File: src/design/fmfp_pkg.sv
// Shared types and constants of the framed message field parser.
package fmfp_pkg;

   // Character codes that the parser reacts to.
   localparam logic [7:0] CHR_OPEN  = 8'h3C;  // '<'
   localparam logic [7:0] CHR_CLOSE = 8'h3E;  // '>'
   localparam logic [7:0] CHR_SEP   = 8'h3B;  // ';'
   localparam logic [7:0] CHR_STAR  = 8'h2A;  // '*'
   localparam logic [7:0] CHR_PLUS  = 8'h2B;  // '+'
   localparam logic [7:0] CHR_ZERO  = 8'h30;  // '0'
   localparam logic [7:0] CHR_NINE  = 8'h39;  // '9'
   localparam logic [7:0] CHR_SPACE = 8'h20;
   localparam logic [7:0] CHR_TAB   = 8'h09;  // lowest control code counted as whitespace
   localparam logic [7:0] CHR_CR    = 8'h0D;  // highest control code counted as whitespace

   // Request item layout: character in the low byte, signal strength above it.
   localparam int REQ_DATA_W = 24;

   // Result fields other than the field count: ok, matched, date-time, strength.
   localparam int RSP_FIXED_W = 66;

   // Date fields 1 to 5 of a frame, and the four 8-bit parts after the year.
   localparam int DATE_FIELDS = 5;
   localparam int DATE_PARTS  = 4;

   // Depth of the queue between the classifier and the parser.
   localparam int QUEUE_DEPTH = 4;

   // Register file.
   localparam int CSR_ADDR_W = 4;
   localparam int CSR_DATA_W = 64;
   localparam logic REG_TAG_PATTERN = 1'b0;
   localparam logic REG_TAG_LENGTH  = 1'b1;
   localparam logic [63:0] TAG_PATTERN_RESET = 64'h003D_2A54_2A43_2323;
   localparam logic [3:0]  TAG_LENGTH_RESET  = 4'd7;

   // Character classes found by the front end.
   typedef enum logic [2:0] {
      CLS_SPACE,
      CLS_OPEN,
      CLS_CLOSE,
      CLS_SEP,
      CLS_DIGIT,
      CLS_PLUS,
      CLS_OTHER
   } char_class_type;

   // One classified character on its way to the parser.
   typedef struct packed {
      logic [7:0]          chr;
      char_class_type      cls;
      logic                last;
      logic signed [15:0]  strength;
   } token_type;

   // Configuration seen by the parser.
   typedef struct packed {
      logic [63:0] pattern;
      logic [3:0]  pattern_len;
   } cfg_type;

endpackage

File: src/design/framed_message_field_parser_unit.sv
// The result item is registered: the item with the last character goes through the character
// queue, and the result register is loaded when that character is popped from its head.
// The parser retires one queued character per cycle; a last one waits for a free result register.
// The four-entry character queue and the result register let either side stall on its own.
// Reset (synchronous, active high) empties the queue, clears the frame and the stored
// date-time, and loads the tag pattern "##C*T*=" with length 7.
module framed_message_field_parser_unit #(
   parameter int MAX_FIELDS    = 16,
   parameter int FIELD_BUFFER  = 16,
   parameter int PATTERN_CHARS = 8
) (
   input  logic                            clock,
   input  logic                            reset,
   // Request channel
   input  logic                            req_tvalid,
   output logic                            req_tready,
   input  logic [fmfp_pkg::REQ_DATA_W-1:0] req_tdata,  // [7:0] character, [23:8] signal_strength
   input  logic                            req_tlast,  // last_char
   // Result channel
   output logic                            rsp_tvalid,
   input  logic                            rsp_tready,
   // frame_ok, field_count, tag_matched, year, month, day, hour, minute, strength_echo
   output logic [((fmfp_pkg::RSP_FIXED_W + $clog2(MAX_FIELDS + 1) + 7) / 8) * 8 - 1:0] rsp_tdata,
   // Configuration port
   input  logic                            csr_psel,
   input  logic                            csr_penable,
   input  logic                            csr_pwrite,
   input  logic [fmfp_pkg::CSR_ADDR_W-1:0] csr_paddr,
   input  logic [fmfp_pkg::CSR_DATA_W-1:0] csr_pwdata,
   output logic [fmfp_pkg::CSR_DATA_W-1:0] csr_prdata,
   output logic                            csr_pready
);
   import fmfp_pkg::*;

   localparam int FCW   = $clog2(MAX_FIELDS + 1);
   localparam int OUT_W = ((RSP_FIXED_W + FCW + 7) / 8) * 8;

   logic [63:0] tag_pattern_ff;
   logic [3:0]  tag_length_ff;
   logic        csr_write;
   cfg_type     cfg;
   logic        q_full;
   logic        push;
   token_type   push_token;
   logic        q_valid;
   token_type   q_token;
   logic        q_pop;

   // Register file: address bit 3 selects the register.
   assign csr_pready = 1'b1;
   assign csr_write  = csr_psel && csr_penable && csr_pwrite && csr_pready;
   assign csr_prdata = (csr_paddr[3] == REG_TAG_LENGTH) ? {60'd0, tag_length_ff} : tag_pattern_ff;

   always_ff @(posedge clock) begin
      if (reset) begin
         tag_pattern_ff <= TAG_PATTERN_RESET;
         tag_length_ff  <= TAG_LENGTH_RESET;
      end else if (csr_write) begin
         if (csr_paddr[3] == REG_TAG_PATTERN) begin
            tag_pattern_ff <= csr_pwdata;
         end else begin
            tag_length_ff <= csr_pwdata[3:0];
         end
      end
   end

   assign cfg.pattern     = tag_pattern_ff;
   assign cfg.pattern_len = tag_length_ff;

   fmfp_front u_front (
      .req_tvalid (req_tvalid),
      .req_tready (req_tready),
      .req_tdata  (req_tdata),
      .req_tlast  (req_tlast),
      .q_full     (q_full),
      .push       (push),
      .push_token (push_token)
   );

   fmfp_queue #(
      .DEPTH (QUEUE_DEPTH)
   ) u_queue (
      .clock      (clock),
      .reset      (reset),
      .push       (push),
      .push_token (push_token),
      .full       (q_full),
      .out_valid  (q_valid),
      .out_token  (q_token),
      .pop        (q_pop)
   );

   fmfp_back #(
      .MAX_FIELDS    (MAX_FIELDS),
      .FIELD_BUFFER  (FIELD_BUFFER),
      .PATTERN_CHARS (PATTERN_CHARS),
      .OUT_W         (OUT_W)
   ) u_back (
      .clock     (clock),
      .reset     (reset),
      .cfg       (cfg),
      .q_valid   (q_valid),
      .q_token   (q_token),
      .q_pop     (q_pop),
      .rsp_valid (rsp_tvalid),
      .rsp_data  (rsp_tdata),
      .rsp_ready (rsp_tready)
   );

`ifndef SYNTHESIS
   // A full queue must hold off the request side.
   a_queue_no_overflow: assert property (@(posedge clock) disable iff (reset)
      q_full |-> !req_tready)
      else $error("character queue accepted an item while full");

   // A rejected frame reports no fields and no tag match.
   a_reject_is_clean: assert property (@(posedge clock) disable iff (reset)
      rsp_tvalid && !rsp_tdata[0] |-> rsp_tdata[FCW+1:1] == '0)
      else $error("rejected frame carries a field count or a tag match");

   // The field count never passes its limit.
   a_count_in_range: assert property (@(posedge clock) disable iff (reset)
      rsp_tvalid |-> int'(rsp_tdata[FCW:1]) <= MAX_FIELDS)
      else $error("field count above its limit");
`endif

endmodule

File: src/design/fmfp_front.sv
// Front end: takes request items and classifies each character.
module fmfp_front (
   input  logic                          req_tvalid,
   output logic                          req_tready,
   input  logic [fmfp_pkg::REQ_DATA_W-1:0] req_tdata,  // [7:0] character, [23:8] signal_strength
   input  logic                          req_tlast,   // last_char
   input  logic                          q_full,
   output logic                          push,
   output fmfp_pkg::token_type           push_token
);
   import fmfp_pkg::*;

   logic [7:0]     chr;
   char_class_type cls;

   assign chr = req_tdata[7:0];

   // Sort the character into the classes the parser acts on.
   always_comb begin
      priority if (chr == CHR_SPACE || (chr >= CHR_TAB && chr <= CHR_CR)) begin
         cls = CLS_SPACE;
      end else if (chr == CHR_OPEN) begin
         cls = CLS_OPEN;
      end else if (chr == CHR_CLOSE) begin
         cls = CLS_CLOSE;
      end else if (chr == CHR_SEP) begin
         cls = CLS_SEP;
      end else if (chr >= CHR_ZERO && chr <= CHR_NINE) begin
         cls = CLS_DIGIT;
      end else if (chr == CHR_PLUS) begin
         cls = CLS_PLUS;
      end else begin
         cls = CLS_OTHER;
      end
   end

   // An item is taken whenever the queue has room.
   assign req_tready          = !q_full;
   assign push                = req_tvalid && !q_full;
   assign push_token.chr      = chr;
   assign push_token.cls      = cls;
   assign push_token.last     = req_tlast;
   assign push_token.strength = req_tdata[23:8];

endmodule

File: src/design/fmfp_queue.sv
// Short queue of classified characters between the front end and the parser.
module fmfp_queue #(
   parameter int DEPTH = 4
) (
   input  logic                clock,
   input  logic                reset,
   input  logic                push,
   input  fmfp_pkg::token_type push_token,
   output logic                full,
   output logic                out_valid,
   output fmfp_pkg::token_type out_token,
   input  logic                pop
);
   import fmfp_pkg::*;

   localparam int AW = $clog2(DEPTH);
   localparam int CW = $clog2(DEPTH + 1);
   localparam logic [AW-1:0] LAST_PTR = AW'(DEPTH - 1);
   localparam logic [CW-1:0] FULL_CNT = CW'(DEPTH);

   token_type       entry_ff [DEPTH];
   logic [AW-1:0]   wr_ptr_ff, wr_ptr_in;
   logic [AW-1:0]   rd_ptr_ff, rd_ptr_in;
   logic [CW-1:0]   count_ff, count_in;

   assign full      = count_ff == FULL_CNT;
   assign out_valid = count_ff != '0;
   assign out_token = entry_ff[rd_ptr_ff];

   // Pointer and fill count updates.
   always_comb begin
      wr_ptr_in = wr_ptr_ff;
      rd_ptr_in = rd_ptr_ff;
      count_in  = count_ff;
      if (push) begin
         wr_ptr_in = (wr_ptr_ff == LAST_PTR) ? '0 : wr_ptr_ff + AW'(1);
      end
      if (pop) begin
         rd_ptr_in = (rd_ptr_ff == LAST_PTR) ? '0 : rd_ptr_ff + AW'(1);
      end
      unique case ({push, pop})
         2'b10:   count_in = count_ff + CW'(1);
         2'b01:   count_in = count_ff - CW'(1);
         default: count_in = count_ff;
      endcase
   end

   always_ff @(posedge clock) begin
      if (reset) begin
         wr_ptr_ff <= '0;
         rd_ptr_ff <= '0;
         count_ff  <= '0;
      end else begin
         wr_ptr_ff <= wr_ptr_in;
         rd_ptr_ff <= rd_ptr_in;
         count_ff  <= count_in;
      end
   end

   // Entry storage needs no reset.
   always_ff @(posedge clock) begin
      if (push) begin
         entry_ff[wr_ptr_ff] <= push_token;
      end
   end

endmodule

File: src/design/fmfp_back.sv
// Back end: frame parser, tag match, date fields and the result register.
module fmfp_back #(
   parameter int MAX_FIELDS    = 16,
   parameter int FIELD_BUFFER  = 16,
   parameter int PATTERN_CHARS = 8,
   parameter int OUT_W         = 72
) (
   input  logic                clock,
   input  logic                reset,
   input  fmfp_pkg::cfg_type   cfg,
   input  logic                q_valid,
   input  fmfp_pkg::token_type q_token,
   output logic                q_pop,
   output logic                rsp_valid,
   output logic [OUT_W-1:0]    rsp_data,
   input  logic                rsp_ready
);
   import fmfp_pkg::*;

   localparam int FCW = $clog2(MAX_FIELDS + 1);
   localparam int CCW = $clog2(FIELD_BUFFER);
   localparam int TW  = 8 * PATTERN_CHARS;
   localparam logic [FCW-1:0] MAX_IDX   = FCW'(MAX_FIELDS);
   localparam logic [CCW-1:0] CNT_LIMIT = CCW'(FIELD_BUFFER - 1);

   typedef enum logic [1:0] {PH_WAIT, PH_FIELDS, PH_DONE} phase_type;
   typedef enum logic [1:0] {NP_LEAD, NP_DIGITS, NP_DONE} num_phase_type;

   phase_type      phase_ff, phase_in;
   num_phase_type  num_phase_ff, num_phase_in;
   logic [FCW-1:0] field_idx_ff, field_idx_in;
   logic [CCW-1:0] char_cnt_ff, char_cnt_in;
   logic           after_sep_ff, after_sep_in;
   logic           sep_seen_ff, sep_seen_in;
   logic           err_ff, err_in;
   logic [7:0]     last_vis_ff, last_vis_in;
   logic [TW-1:0]  tag_text_ff, tag_text_in;
   logic           tag_mismatch_ff, tag_mismatch_in;
   logic [15:0]    acc_ff, acc_in;
   logic [15:0]    pending_ff [DATE_FIELDS];
   logic [15:0]    pending_in [DATE_FIELDS];
   logic [15:0]    year_ff, year_in;
   logic [7:0]     parts_ff [DATE_PARTS];
   logic [7:0]     parts_in [DATE_PARTS];
   logic           rsp_valid_ff;
   logic [OUT_W-1:0] rsp_data_ff;

   logic           out_free;
   logic           pop;
   logic           tag_ok;
   logic [19:0]    prod;
   logic [15:0]    acc_step;
   logic           ok_in;
   logic           matched_in;
   logic [FCW-1:0] count_out;

   // A character that ends a message needs room in the result register.
   assign out_free = !rsp_valid_ff || rsp_ready;
   assign pop      = q_valid && (!q_token.last || out_free);
   assign q_pop    = pop;

   // Decimal accumulate with saturation at the 16-bit limit.
   assign prod = {1'b0, acc_ff, 3'b000} + {3'b000, acc_ff, 1'b0} + {16'd0, q_token.chr[3:0]};
   assign acc_step = (|prod[19:16]) ? 16'hFFFF : prod[15:0];

   // Tag compare against the configured pattern, '*' matches anything.
   always_comb begin
      tag_ok = (cfg.pattern_len != '0) && (int'(cfg.pattern_len) <= PATTERN_CHARS) &&
               (int'(char_cnt_ff) == int'(cfg.pattern_len));
      for (int i = 0; i < PATTERN_CHARS; i++) begin
         if (i < int'(cfg.pattern_len) && cfg.pattern[8*i +: 8] != CHR_STAR &&
             cfg.pattern[8*i +: 8] != tag_text_ff[8*i +: 8]) begin
            tag_ok = 1'b0;
         end
      end
   end

   // Next frame state for the character at the head of the queue.
   always_comb begin
      logic ws;
      logic close_req;
      logic count_req;
      logic text_req;

      ws        = q_token.cls == CLS_SPACE;
      close_req = 1'b0;
      count_req = 1'b0;
      text_req  = 1'b0;

      phase_in        = phase_ff;
      num_phase_in    = num_phase_ff;
      field_idx_in    = field_idx_ff;
      char_cnt_in     = char_cnt_ff;
      after_sep_in    = after_sep_ff;
      sep_seen_in     = sep_seen_ff;
      err_in          = err_ff;
      last_vis_in     = last_vis_ff;
      tag_text_in     = tag_text_ff;
      tag_mismatch_in = tag_mismatch_ff;
      acc_in          = acc_ff;
      pending_in      = pending_ff;

      if (!ws) begin
         last_vis_in = q_token.chr;
      end

      // Framing: open mark, fields and separators, then nothing after the close mark.
      unique case (phase_ff)
         PH_WAIT: begin
            if (!ws) begin
               if (q_token.cls == CLS_OPEN) begin
                  phase_in = PH_FIELDS;
               end else begin
                  err_in   = 1'b1;
                  phase_in = PH_DONE;
               end
            end
         end
         PH_FIELDS: begin
            if (q_token.cls == CLS_CLOSE) begin
               close_req = 1'b1;
               count_req = !after_sep_ff;
               phase_in  = PH_DONE;
            end else if (q_token.cls == CLS_SEP && !after_sep_ff) begin
               if (field_idx_ff == '0 && char_cnt_ff == '0) begin
                  err_in = 1'b1;
               end
               close_req    = 1'b1;
               count_req    = 1'b1;
               after_sep_in = 1'b1;
               sep_seen_in  = 1'b1;
            end else begin
               text_req     = 1'b1;
               after_sep_in = 1'b0;
            end
         end
         default: begin
         end
      endcase

      // Closing a field: tag check on the first one, date capture on the next five.
      if (close_req) begin
         if (field_idx_ff == '0) begin
            tag_mismatch_in = !tag_ok;
         end
         for (int k = 0; k < DATE_FIELDS; k++) begin
            if (int'(field_idx_ff) == k + 1) begin
               pending_in[k] = acc_ff;
            end
         end
         char_cnt_in  = '0;
         acc_in       = '0;
         num_phase_in = NP_LEAD;
      end

      if (count_req && field_idx_ff < MAX_IDX) begin
         field_idx_in = field_idx_ff + FCW'(1);
      end

      // Text character: tag capture and number reading within the field buffer.
      if (text_req && char_cnt_ff < CNT_LIMIT) begin
         if (field_idx_ff == '0) begin
            for (int i = 0; i < PATTERN_CHARS; i++) begin
               if (int'(char_cnt_ff) == i) begin
                  tag_text_in[8*i +: 8] = q_token.chr;
               end
            end
         end
         unique case (num_phase_ff)
            NP_LEAD: begin
               if (q_token.cls == CLS_PLUS) begin
                  num_phase_in = NP_DIGITS;
               end else if (q_token.cls == CLS_DIGIT) begin
                  num_phase_in = NP_DIGITS;
                  acc_in       = acc_step;
               end else if (!ws) begin
                  num_phase_in = NP_DONE;
               end
            end
            NP_DIGITS: begin
               if (q_token.cls == CLS_DIGIT) begin
                  acc_in = acc_step;
               end else begin
                  num_phase_in = NP_DONE;
               end
            end
            default: begin
            end
         endcase
         char_cnt_in = char_cnt_ff + CCW'(1);
      end

      // Verdict for a message that ends with this character.
      ok_in = !err_in && phase_in == PH_DONE && last_vis_in == CHR_CLOSE && sep_seen_in;
      matched_in = ok_in && !tag_mismatch_in;
      count_out  = ok_in ? field_idx_in : '0;
      year_in    = year_ff;
      parts_in   = parts_ff;
      if (matched_in) begin
         year_in = pending_in[0];
         for (int k = 0; k < DATE_PARTS; k++) begin
            parts_in[k] = (|pending_in[k+1][15:8]) ? 8'hFF : pending_in[k+1][7:0];
         end
      end
   end

   // Frame state, stored date-time and the result register.
   always_ff @(posedge clock) begin
      if (reset) begin
         phase_ff        <= PH_WAIT;
         num_phase_ff    <= NP_LEAD;
         field_idx_ff    <= '0;
         char_cnt_ff     <= '0;
         after_sep_ff    <= 1'b0;
         sep_seen_ff     <= 1'b0;
         err_ff          <= 1'b0;
         last_vis_ff     <= '0;
         tag_text_ff     <= '0;
         tag_mismatch_ff <= 1'b0;
         acc_ff          <= '0;
         year_ff         <= '0;
         for (int k = 0; k < DATE_FIELDS; k++) begin
            pending_ff[k] <= '0;
         end
         for (int k = 0; k < DATE_PARTS; k++) begin
            parts_ff[k] <= '0;
         end
         rsp_valid_ff    <= 1'b0;
      end else begin
         if (pop) begin
            if (q_token.last) begin
               phase_ff        <= PH_WAIT;
               num_phase_ff    <= NP_LEAD;
               field_idx_ff    <= '0;
               char_cnt_ff     <= '0;
               after_sep_ff    <= 1'b0;
               sep_seen_ff     <= 1'b0;
               err_ff          <= 1'b0;
               last_vis_ff     <= '0;
               tag_text_ff     <= '0;
               tag_mismatch_ff <= 1'b0;
               acc_ff          <= '0;
               for (int k = 0; k < DATE_FIELDS; k++) begin
                  pending_ff[k] <= '0;
               end
               year_ff  <= year_in;
               parts_ff <= parts_in;
               rsp_data_ff <= OUT_W'({q_token.strength, parts_in[3], parts_in[2], parts_in[1],
                                      parts_in[0], year_in, matched_in, count_out, ok_in});
            end else begin
               phase_ff        <= phase_in;
               num_phase_ff    <= num_phase_in;
               field_idx_ff    <= field_idx_in;
               char_cnt_ff     <= char_cnt_in;
               after_sep_ff    <= after_sep_in;
               sep_seen_ff     <= sep_seen_in;
               err_ff          <= err_in;
               last_vis_ff     <= last_vis_in;
               tag_text_ff     <= tag_text_in;
               tag_mismatch_ff <= tag_mismatch_in;
               acc_ff          <= acc_in;
               pending_ff      <= pending_in;
            end
         end
         if (pop && q_token.last) begin
            rsp_valid_ff <= 1'b1;
         end else if (rsp_ready) begin
            rsp_valid_ff <= 1'b0;
         end
      end
   end

   assign rsp_valid = rsp_valid_ff;
   assign rsp_data  = rsp_data_ff;

endmodule
File: config.mk
export PLATFORM = sky130hd
export DESIGN_NAME = framed_message_field_parser_unit
export DESIGN_NICKNAME = d
export VERILOG_FILES = /design/src/design/fmfp_pkg.sv /design/src/design/framed_message_field_parser_unit.sv /design/src/design/fmfp_front.sv /design/src/design/fmfp_queue.sv /design/src/design/fmfp_back.sv
export SDC_FILE = /design/constraint.sdc
export NUM_CORES = 1
export LEC_CHECK = 0
export ABC_AREA = 1
export BUFFER_PORTS_ARGS = -buffer_cell sky130_fd_sc_hd__buf_2
export CAP_MARGIN = 0
export CORE_MARGIN = 4
export CORE_UTILIZATION = 50
export CTS_CLUSTER_SIZE = 25
export DETAILED_ROUTE_END_ITERATION = 8
export PLACE_DENSITY = 0.73
export RECOVER_POWER = 100
export SYNTH_ARGS = -nofsm -noshare
export SYNTH_HDL_FRONTEND = slang
export SYNTH_SLANG_ARGS = --single-unit
export TNS_END_PERCENT = 5
File: constraint.sdc
create_clock -name clock -period 7.6 [get_ports clock]
set_input_delay 0.38 -clock clock [delete_from_list [all_inputs] [get_ports clock]]
set_output_delay 0.38 -clock clock [all_outputs]
set_load 0.1 [all_outputs]
# Yosys cells after proc, flatten, opt, wreduce, memory -nomap -nowiden
# Memories as Yosys holds them, arrays and structs flattened. A register that Yosys moved wholly into a read port is not among the register bits.
# Cells that the tools add are included.
# W data, S select, Z words.
[word_totals]
wordCells = 295
mem_bits_rw = 112
input_bits = 100
memories = 1
register_bits = 380
out_inout_bits = 139
[classes]
bitwise_logic = 2
addsub = 8
muxes = 100
n_eq_ne = 49
reduce_logical = 84
order_cmp = 15
[memory_table]
columns = ["name", "depth", "word_bits", "rd", "rd_ports_with_merged_regs", "write_ports", "line", "source"]
rows = [
  ["u_queue.entry_ff", 4, 28, 1, 1, 1, "fmfp_queue.sv:21", "token_type entry_ff [DEPTH];"],
]
[op_table]
columns = ["operator", "count"]
rows = [
  ["$mux W64", 4],
  ["$mux W16", 12],
  ["$mux W80", 2],
  ["$mux W8", 14],
  ["$ne A8 B6 Y1 const B", 8],
  ["$ne A8 B8 Y1", 8],
  ["$eq A8 B6 Y1 const B", 6],
  ["$mux W1", 36],
  ["$logic_and A1 B1 Y1", 33],
  ["$mux W2", 16],
  ["$mux W32", 1],
  ["$pmux W16 S2", 1],
  ["$reduce_and A4 Y1", 8],
  ["$reduce_or A8 Y1", 4],
  ["$reduce_bool A2 Y1", 13],
  ["$add A19 B17 Y20", 1],
  ["$add A20 B4 Y20", 1],
  ["$eq A4 B4 Y1 const B", 4],
  ["$lt A3 B4 Y1 const A", 4],
  ["$mux W3", 5],
  ["$mux W4", 3],
  ["$eq A5 B3 Y1 const B", 2],
  ["$eq A5 B4 Y1 const B", 2],
  ["$mux W5", 2],
  ["39 further kinds", 68],
]

# Depth between registers and ports, before layout
[logic_depth]
depth_word = 17
mapped_depth = 25
ltp_nobuf = 23

# Modules after synthesis
# From an unflattened synthesis, not the netlist that was laid out.
[unflattened]
hier_cells = 3300
area_unflattened_um2 = 24875.1
[by_module_without_submodules]
columns = ["module", "cells_each", "area_each_um2", "n_inst", "seq_area_each_um2"]
rows = [
  ["fmfp_back", 2368, 16579.7, 1, 6816.5],
  ["fmfp_queue", 332, 4621.9, 1, 3543.4],
  ["framed_message_field_parser_unit", 531, 3290.7, 1, 1361.3],
  ["fmfp_front", 69, 382.9, 1, 0.0],
]

# Worst setup path after synthesis
# No wires, ideal clock.
[synth_timing]
path_type = "reg-to-reg"
start = "register with a tool-made name"
end = "register u_back.acc_ff[3]"
setup_ps = 132
synth_period_minus_slack_ps = 3753
required_time_ps = 7468
t_arrival_ps = 3621
path_buffers = 4
path_stages_with_launch = 22
slack_ps = 3847
cell_sequence = "dfxtp_1 -> buf_6 -> inv_6 -> buf_6 -> buf_4 -> o211ai_1 -> nand2_1 -> fa_1 -> inv_1 -> fa_1 -> nand3b_1 -> nand2_1 -> inv_1 -> o21ai_0 -> nand2_1 -> nand3_1 -> nand3b_1 -> nor2_1 -> clkbuf_1 -> nand4_1 -> nand2_1 -> a21oi_1"
[synth_rtl]
columns = ["element", "line", "source"]
rows = [
  ["end signal, assigned", "fmfp_back.sv:261", "acc_ff <= acc_in;"],
  ["end, declared", "fmfp_back.sv:39", "logic [15:0] acc_ff, acc_in;"],
]

==> out/metrics.yaml <==
outcome:
  outcome: "complete, but fails checks"
  violations: "capacitance limit, slew limit"
critical_path:
  cp.arrival_ps: 6470
  critPathRequiredTime_ps: 8060
  worst_r2r_endpoint: "u_back.rsp_data[45]"
  r2r_cells: 14
  start_kind: "input pin"
  crit_family: "buffers and inverters"
  cp_common_cell: "clkbuf_1"
  crit_buf_inv: 4
  crit_fanout: 98
  max_stage_delay_ps: 1910
  slowest_stage: "clkbuf_1"
  path_class: "in2reg"
  end_kind: "flop"
  critical_path.cell_chain: "clkbuf_1 -> clkbuf_1 -> clkinv_1 -> clkbuf_1 -> o21ai_0 -> a21oi_1"
  r2r_setup_slack_ps: 1740
floorplan:
  initial_utilization_pct: 50.5
  ios: 239
  coreArea_sq_mm: 0.0487
  die_w_um: 230
  fp.dieH_um: 230
  num_rows: 81
  dieArea_sq_mm: 0.0528
clocking:
  h-tree-depth: 2
  cts_tree: "done"
  clk_latency_ps: 600
  cts.clk_slew.worst_paths_ps: 60
  cts.sinks: 494
  cts_root_buffer: "clkbuf_16"
  cts_repair_resize_count: 0
  cts-buffers-inserted: 52
  clockBufferDepth: 3
detailed_routing:
  drt_iter0_markers: 1850
  wl_per_cell_um: 15.1
  vias: 21047
  wl_um: 61100
  drcViolationCount: 0
  antenna_left: 0
  dr.pass1.iters: 5
  avgViaCountPerCell: 5.21
timing:
  fin_setup_tns_ps: 0
  setup_viol: 0
  fmax_mhz: 166
  max-slew-margin-rel_pct: -147
  post-route-period-util_pct: 79.1
  slew_violations: 385
  fin_skew_ps: 13.7
  tightest_slew_ps: 3710
  hold_viol_final: 0
  fin_crit_ps: 6010
  rsz0062_at_grt: "no"
min_path:
  hold_start: "csr_pwdata[11]"
  holdPathStages: 3
  hold_end: "tag_pattern_ff[11]"
  hold_class: "in2reg"
final_layout:
  fin_nets: 3481
  syn_to_final_growth_pct: 13.3
  finalNonFillerCells: 4042
  ff_latch_area_sq_mm: 0.0117
  multi_input_area_sq_mm: 0.0109
  nFillCells: 4447
  drive_above_1_share_pct: 6.90
  postLayoutCellArea_sq_mm: 0.0279
logic_synthesis:
  synth_most_common_cell: "nand2_1"
  netlist.area_leader.share_pct: 25.3
  synth_edf_count: 183
  synth_area_sq_mm: 0.0246
  ys_top_cells_by_area: "dfxtp_1 25%, edfxtp_1 22%, nand2_1 13%, a21oi_1 5.7%, o21ai_0 5.4%"
  netlist_instances: 3148
  synth_seq_area_share_pct: 47.7
  yosysWarnings: 0
  synthesis.nets: 3296
  syn_area_per_cell_sq_um: 7.81
  ys.flop_type: "dfxtp_1"
  yosys.area.top_type: "dfxtp_1"
  synth_common_cells: "845 x nand2_1, 311 x dfxtp_1, 280 x a21oi_1, 264 x o21ai_0, 256 x inv_1"
  ys_ff_latch: 494
  synthDistinctLibCells: 52
  ys_async_sr_fraction_pct: 0
grt:
  grt_pass1_vias: 19075
  antenna_found_initial: 1
  grt_use_total_pct: 22.2
  grt_max_degree: 103
  grt-ovfl-total: 0
  grt_pass1_wl_um: 97800
placement:
  placed_area_sq_mm: 0.0260
  io_buffer_count: 233
  dp_hpwl_um: 38600
  placed_cells: 3900
  routabilityCongestion: 0.885
job:
  drv_cap: 8
power:
  total_power_uw: 9480
  power.density_mw_per_mm2: 340
  peakVddDrop_mv: 0.298
  p_leak_uw: 0.0117
[area by class of cell]
type,count,area share (%)
antenna,1,0.00898
sequential,494,42.1
multi-input combinational,2217,39.2
inverter,268,3.64
clock buffer,64,5.05
tap,664,2.98
timing repair buffer,300,5.58
clock inverter,34,1.45
[worst reg2reg max path, stage by stage (launching register included)]
cell and delay, ps:
dfxtp_1 400, buf_4 490, nand2_1 110, nand3_1 100
nand2_1 310, nand3_1 360, nand2_1 620, nand2_2 200
buf_4 570, nor2_1 120, or2_1 230, nand2_1 520
nand3_1 1130, nand2_1 340, nand2_1 110
[registers in the layout (all words and copies together), names as in the netlist, 2 cells and up, named ones only]
signal and flops:
u_back.num_phase_ff 2, u_back.year_ff 16, u_back.acc_ff 16, u_back.field_idx_ff 5, u_back.parts_ff 32, u_queue.wr_ptr_ff 2, u_queue.count_ff 3, tag_pattern_ff 64
u_queue.entry_ff 112, u_back.phase_ff 2, tag_length_ff 4, u_back.pending_ff 80, u_back.char_cnt_ff 4, u_queue.rd_ptr_ff 2, u_back.tag_text_ff 64, u_back.last_vis_ff 8
u_back.rsp_data 71
[per-layer routing]
metal	vias to the layer above	global-route usage [%]	part of all wire (%)
met5	-	0	0
met3	101	3.12	5.5
li1	10748	-	-
met1	9664	31.5	47
met4	0	6.81	2.7
met2	534	35.3	45
[power breakdown]
group          leakage, uW  internal [uW]  switching [uW]
clock network     0.000873           1570            1100
registers          0.00422           3190             206
logic              0.00655            727            2690
[per-stage QoR]
stage	setup slack (ps)	hold slack, ps	utilization, %
after global placement	2610	435	53.3
after detailed placement	2610	439	53.3
final	1590	52.8	57.2
after CTS	2580	10.4	57.9
after global routing	1070	51.9	57.2
after floorplan	3850	426	-
[cell usage in the layout, fill, tap and decap left out, types with 10 or more instances in the layout]
master / count
or2_2: 19
nand2_1: 851
xnor2_1: 44
a21oi_1: 281
inv_1: 258
or2_1: 29
nand4_1: 35
buf_4: 15
clkbuf_16: 53
o211ai_1: 10
a211oi_1: 23
buf_2: 70
ha_1: 45
dlygate4sd3_1: 43
clkbuf_1: 178
mux2i_1: 47
o22ai_1: 20
edfxtp_1: 183
o21ai_0: 267
dfxtp_1: 311
nor2_1: 248
xor2_1: 11
nor2_2: 14
nand3_1: 196
[cell families (layout without fill, tap and decap cells)]
group	count (synthesis)	count (layout)	share of synthesized area (%)
simple gates	1447	1447	25.1
compound gates	618	618	13.2
flops	494	494	47.7
buf+inv	437	666	7.53
xor+xnor	55	55	1.96
fa+ha+maj	48	48	2.53
mux	47	47	1.91
other cells	2	3	0.0305
[worst max path at each step]
stage	start	endpoint	slack, ps	cells past startpoint
2_1_floorplan	flop	u_back.acc_ff[3]	3850	21
3_3_place_gp	flop	u_back.rsp_data[54]	2610	18
3_5_place_dp	flop	u_back.rsp_data[54]	2610	18
4_1_cts	flop	u_back.rsp_data[54]	2580	18
5_1_grt	reset	tag_pattern_ff[28]	1070	6
6_report	reset	tag_pattern_ff[42]	1590	6
[what timing repair did]
item | 4_1_cts | 5_1_grt
hold buffers | 43 | 0
endpoints found under the hold margin | 106 | 0
buffers inserted | 0 | 0
Power figures use the tool's default switching activity.
